<file path="src/rtl/swzn_pkg.sv">
// Shared constants and types for the sliding-window z-score normalizer.
// No dependencies.
`default_nettype none
package swzn_pkg;
	localparam int WINDOW_RECORDS = 600;
	localparam int BAND_COUNT = 7;
	localparam int SAMPLE_BITS = 12;
	localparam int FIELD_BITS = 12;
	localparam int AGE_BITS = 10;
	localparam int BAND_BITS = 3;
	localparam logic [11:0] NOISE_FLOOR_RESET = 12'd100;

	localparam logic FUNC_PUSH = 1'b0;
	localparam logic FUNC_READ = 1'b1;

	typedef struct packed {
		logic [0:0] func;
		logic [11:0] band_63hz;
		logic [11:0] band_160hz;
		logic [11:0] band_400hz;
		logic [11:0] band_1khz;
		logic [11:0] band_2k5hz;
		logic [11:0] band_6k25hz;
		logic [11:0] band_16khz;
		logic [9:0] record_age;
		logic [2:0] band_select;
	} in_item_t;

	typedef struct packed {
		logic signed [7:0] z_value;
		logic uniform_window;
	} out_item_t;

	typedef struct packed {
		logic is_read;
		logic [BAND_BITS-1:0] band;
		logic [AGE_BITS-1:0] age;
		logic [BAND_COUNT*FIELD_BITS-1:0] samples;
	} cmd_t;
endpackage
`default_nettype wire

</file>
<file path="src/rtl/swzn_front.sv">
// Front end: accept items, drop out-of-range reads, gate samples, queue commands.
// Depends on swzn_pkg.
`default_nettype none
module swzn_front #(
	parameter int WINDOW_RECORDS = swzn_pkg::WINDOW_RECORDS,
	parameter int SAMPLE_BITS = swzn_pkg::SAMPLE_BITS
) (
	input wire logic clk,
	input wire logic arst_n,
	input wire logic in_valid,
	output logic in_ready,
	input wire swzn_pkg::in_item_t in_data,
	input wire logic [11:0] noise_floor,
	input wire logic enable,
	output logic cmd_valid,
	input wire logic cmd_pop,
	output swzn_pkg::cmd_t cmd_head
);
	localparam int FB = swzn_pkg::FIELD_BITS;
	localparam int BC = swzn_pkg::BAND_COUNT;
	swzn_pkg::cmd_t q_q [2];
	logic [1:0] cnt_q;
	logic wr_q, rd_q;
	swzn_pkg::cmd_t c;
	logic [FB-1:0] raw [BC];
	logic keep, push;

	assign in_ready = enable && cnt_q != 2'd2;
	assign cmd_valid = cnt_q != 2'd0;
	assign cmd_head = q_q[rd_q];

	always_comb begin
		raw[0] = in_data.band_63hz;
		raw[1] = in_data.band_160hz;
		raw[2] = in_data.band_400hz;
		raw[3] = in_data.band_1khz;
		raw[4] = in_data.band_2k5hz;
		raw[5] = in_data.band_6k25hz;
		raw[6] = in_data.band_16khz;
		c.is_read = in_data.func == swzn_pkg::FUNC_READ;
		c.band = in_data.band_select;
		c.age = in_data.record_age;
		for (int b = 0; b < BC; b++) begin
			logic [FB-1:0] v;
			v = raw[b] & FB'((1 << SAMPLE_BITS) - 1);
			c.samples[b*FB +: FB] = (v < noise_floor) ? '0 : v;
		end
		keep = !c.is_read || (32'(c.age) < WINDOW_RECORDS && 32'(c.band) < BC);
		push = in_valid && in_ready && keep;
	end

	always_ff @(posedge clk) begin
		if (push) q_q[wr_q] <= c;
	end

	always_ff @(posedge clk or negedge arst_n) begin
		if (!arst_n) begin
			cnt_q <= '0;
			wr_q <= 1'b0;
			rd_q <= 1'b0;
		end else begin
			if (push) wr_q <= !wr_q;
			if (cmd_pop) rd_q <= !rd_q;
			cnt_q <= cnt_q + 2'(push) - 2'(cmd_pop);
		end
	end
endmodule
`default_nettype wire

</file>
<file path="config.mk">
export PLATFORM = sky130hd
export DESIGN_NAME = swzn_front
export DESIGN_NICKNAME = d
export VERILOG_FILES = /design/src/rtl/swzn_pkg.sv /design/src/rtl/swzn_front.sv
export SDC_FILE = /design/constraint.sdc
export NUM_CORES = 1
export LEC_CHECK = 0
export BUFFER_PORTS_ARGS = -buffer_cell sky130_fd_sc_hd__buf_2
export CAP_MARGIN = 20
export CORE_ASPECT_RATIO = 1.25
export CORE_UTILIZATION = 50
export DETAILED_ROUTE_END_ITERATION = 10
export GPL_TIMING_DRIVEN = 0
export PLACE_DENSITY = 0.77
export SLEW_MARGIN = 30
export SYNTH_ARGS = -nofsm -noshare
export SYNTH_HDL_FRONTEND = slang
export SYNTH_SLANG_ARGS = --single-unit
</file>
<file path="constraint.sdc">
create_clock -name clk -period 10.3 [get_ports clk]
set_input_delay 2.06 -clock clk [delete_from_list [all_inputs] [get_ports clk]]
set_output_delay 2.06 -clock clk [all_outputs]
set_load 0.005 [all_outputs]
</file>
==> impl_metrics.csv <==
group,metric,value,unit
status,status,"finished clean",
floorplanning,die_w,126.9,um
power_and_ir_drop,netSwitchingPower,0.6872,mW
sta,rsz0062_at_grt,"no",
cts,clkTransAtPathRegs,80,ps
placed_design,gp_congestion,0.8391,
cts,ctsHtreeMaxLevel,4,
power_and_ir_drop,p_per_area,198.0,nW/um^2
synth,yosys-top-cells-area,"edfxtp_1, mux2_2, ha_1",
placed_design,placed_area,11400,um^2
sta,layout_setup_ws,5601,ps
placed_design,dp_hpwl,16.67,mm
cts,ctsResizeCount,0,
synth,ys_warn_count,0,
cells_and_area,final.fill_count,1436,
setup_path,reg2reg_depth,7,
worst_hold_path,min-delay-start,"cnt_q[1]",
cells_and_area,final_core_util,63.41,%
floorplanning,ioPinCount,215,
cells_and_area,regArea,5986,um^2
synth,synth_top_area_share,60.38,%
setup_path,r2r-end,"q_q[0][47]",
cts,clk_root_buffer_cell,"clkbuf_16",
floorplanning,dieArea,20060,um^2
route,post_drt_wl_per_cell,20.17,um
synth,synth.distinct_cells,33,
synth,synthCells,640,
synth,syn_avg_cell_area,15.23,um^2
worst_hold_path,worst_hold_path.endpoint,"cnt_q[1]",
power_and_ir_drop,combPwrFrac,29.3,%
power_and_ir_drop,sequentialPowerShare,42.8,%
cells_and_area,drive_gt1_share,41.96,%
power_and_ir_drop,p_clk_share,27.9,%
cts,clk_path_buf_depth,2,
global_route,gr-usage-all-layers,23.20,%
setup_path,r2r-start,"cnt_q[0]",
floorplanning,core-area,18920,um^2
placed_design,post-place-ws,5556,ps
setup_path,end_kind,"primary output",
setup_path,cp_common_cell,"buf_2",
synth,syn_area,9748,um^2
sta,clock_skew,7.174,ps
setup_path,cpPeakStageDelay,310,ps
cts,clock_latency,430,ps
global_route,grt_pass1_wl,34.04,mm
sta,slew_headroom,52.68,%
floorplanning,start_util,51.53,%
synth,async_flop_share,2.000,%
setup_path,cp_max_fo,2,
synth,synth_largest_area_cell,"edfxtp_1",
cells_and_area,stdcell_area,12000,um^2
synth,syn-num-nets,834,
cts,post_cts_buffers,0,
cts,clkSinkCount,200,
route,drtPass1Iterations,4,
global_route,grt-ovfl-total,0,
floorplanning,dieHeight,158.1,um
synth,synth_commonest_cells,"edfxtp_1, mux2_2, ha_1",
route,routed_wirelength,22.77,mm
setup_path,crit_type,"in2out",
worst_hold_path,min_path_type,"reg2reg",
sta,hold-worst-slack,501.4,ps
sta,max_freq,212.8,MHz
power_and_ir_drop,ir_worst_vdd,0.1072,mV
sta,final.min_clock_period,4699,ps
placed_design,numPortBuffers,214,
flow_run,cap_violations,0,
global_route,grt_start_max_net_pins,21,
setup_path,required,8240,ps
cts,cts_hold_buf,0,
power_and_ir_drop,swShare,28.94,%
global_route,grt_pass1_vias,6472,
route,vias,6251,
route,drcViolationCount,0,
sta,hold_violations,0,
synth,ys.flop_type,"edfxtp_1",
sta,setup_tns,0,ps
sta,tightest_slew,709.8,ps
setup_path,cp-start-kind,"input port",
cts,cts_buffers,17,
setup_path,rrSetupSlack,7640,ps
cts,cts_tree,"yes",
synth,yosysSeqAreaShare,61.40,%
cells_and_area,nets,1077,
cells_and_area,multiInputGateArea,3545,um^2
setup_path,arrival,2640,ps
floorplanning,rows,56,
synth,yosysMostFrequentCell,"edfxtp_1",
synth,synth-seq-cells,200,
setup_path,cpMaxStageDelayCell,"a21boi_0",
route,viasPerCell,5.537,
power_and_ir_drop,p_leak,4.733,nW
worst_hold_path,hold_depth,1,
sta,setup-violations-final,0,
power_and_ir_drop,internal_power,1.687,mW
global_route,antenna_found_initial,1,
route,ant_nets,0,
sta,slew_violations,0,
route,drt_iter0_markers,266,
synth,synth_enable_flop_cells,196,
cells_and_area,area_growth,23.05,%
setup_path,path_cells,"buf_2, a21boi_0, buf_2",
sta,period_share,45.62,%
[state kept, by name, summed over array words and instances (netlist names)]
name	flops
rd_q	1
q_q	196
wr_q	1
cnt_q	2
[placed cells by master (no fill, tap or decap), types with 6 or more instances in the layout]
master	n
buf_2	217
edfxtp_1	196
mux2_2	98
ha_1	79
a21boi_1	58
a21oi_1	35
inv_1	23
nand2_1	20
clkbuf_1	17
clkbuf_16	17
o21ai_0	14
a21boi_0	13
buf_16	10
nand4_1	8
a211oi_1	7
nor2b_1	7
nand2b_1	7
a2111o_1	7
o21bai_1	6
nor3_1	6
a311oi_2	6
buf_6	6
[cell type report]
class	count	area share, %
Inverter	23	0.7197
Tap cell	232	2.420
Sequential cell	200	49.90
Timing Repair Buffer	224	11.22
Clock inverter	15	1.398
Buffer	26	1.220
Multi-Input combinational cell	391	29.55
Antenna cell	1	0.02086
Clock buffer	17	3.546
[critical path, delay by kind of cell]
| kind | cells | cell delay (ps) |
|---|---|---|
| AO/OA/AOI/OAI | 1 | 310 |
| buffers and inverters | 2 | 260 |
[per-stage QoR]
stage,total power [mW],cells
after floorplan,1.440,640
after global placement,1.702,1086
after detailed placement,1.735,1096
after CTS,2.395,1128
after global routing,2.484,1129
final,2.375,1129
[worst max path at each step]
stage | from | end | slack [ps] | depth (start not counted)
floorplan | in_data[6] | q_q[0][0] | 2940 | 4
global route | enable | in_ready | 5560 | 3
detailed placement | enable | in_ready | 5560 | 3
global placement | in_data[6] | q_q[0][53] | 280 | 5
CTS | enable | in_ready | 5550 | 3
finish | enable | in_ready | 5600 | 3
[power by group through the flow]
stage / sequential (mW) / combinational, mW / clock (mW)
3_3_place_gp: 1.05 / 0.651 / 0
4_1_cts: 1.02 / 0.704 / 0.673
2_1_floorplan: 1.04 / 0.399 / 0
6_report: 1.02 / 0.695 / 0.663
3_5_place_dp: 1.04 / 0.699 / 0
5_1_grt: 1.02 / 0.756 / 0.704
[cells by family (layout without fill, tap and decap cells)]
family | count (synthesis) | after routing | share of synthesized area, %
AO/OA/AOI/OAI | 153 | 153 | 11.35
XOR/XNOR | 4 | 4 | 0.3595
adder cells (fa/ha/maj) | 79 | 79 | 10.14
buffers and inverters | 49 | 305 | 2.387
flip-flops | 200 | 200 | 61.40
multiplexers | 98 | 98 | 11.32
other | 0 | 1 | 0
AND/OR/NAND/NOR | 57 | 57 | 3.042
[routing by layer]
metal | vias up | track usage [%] | share of wire (%)
met5 | - | 0 | 0
met2 | 186 | 42.96 | 54
li1 | 2987 | - | -
met1 | 3047 | 25.96 | 39
met3 | 31 | 5.509 | 4.9
met4 | 0 | 8.277 | 1.7
Power figures use the tool's default switching activity.
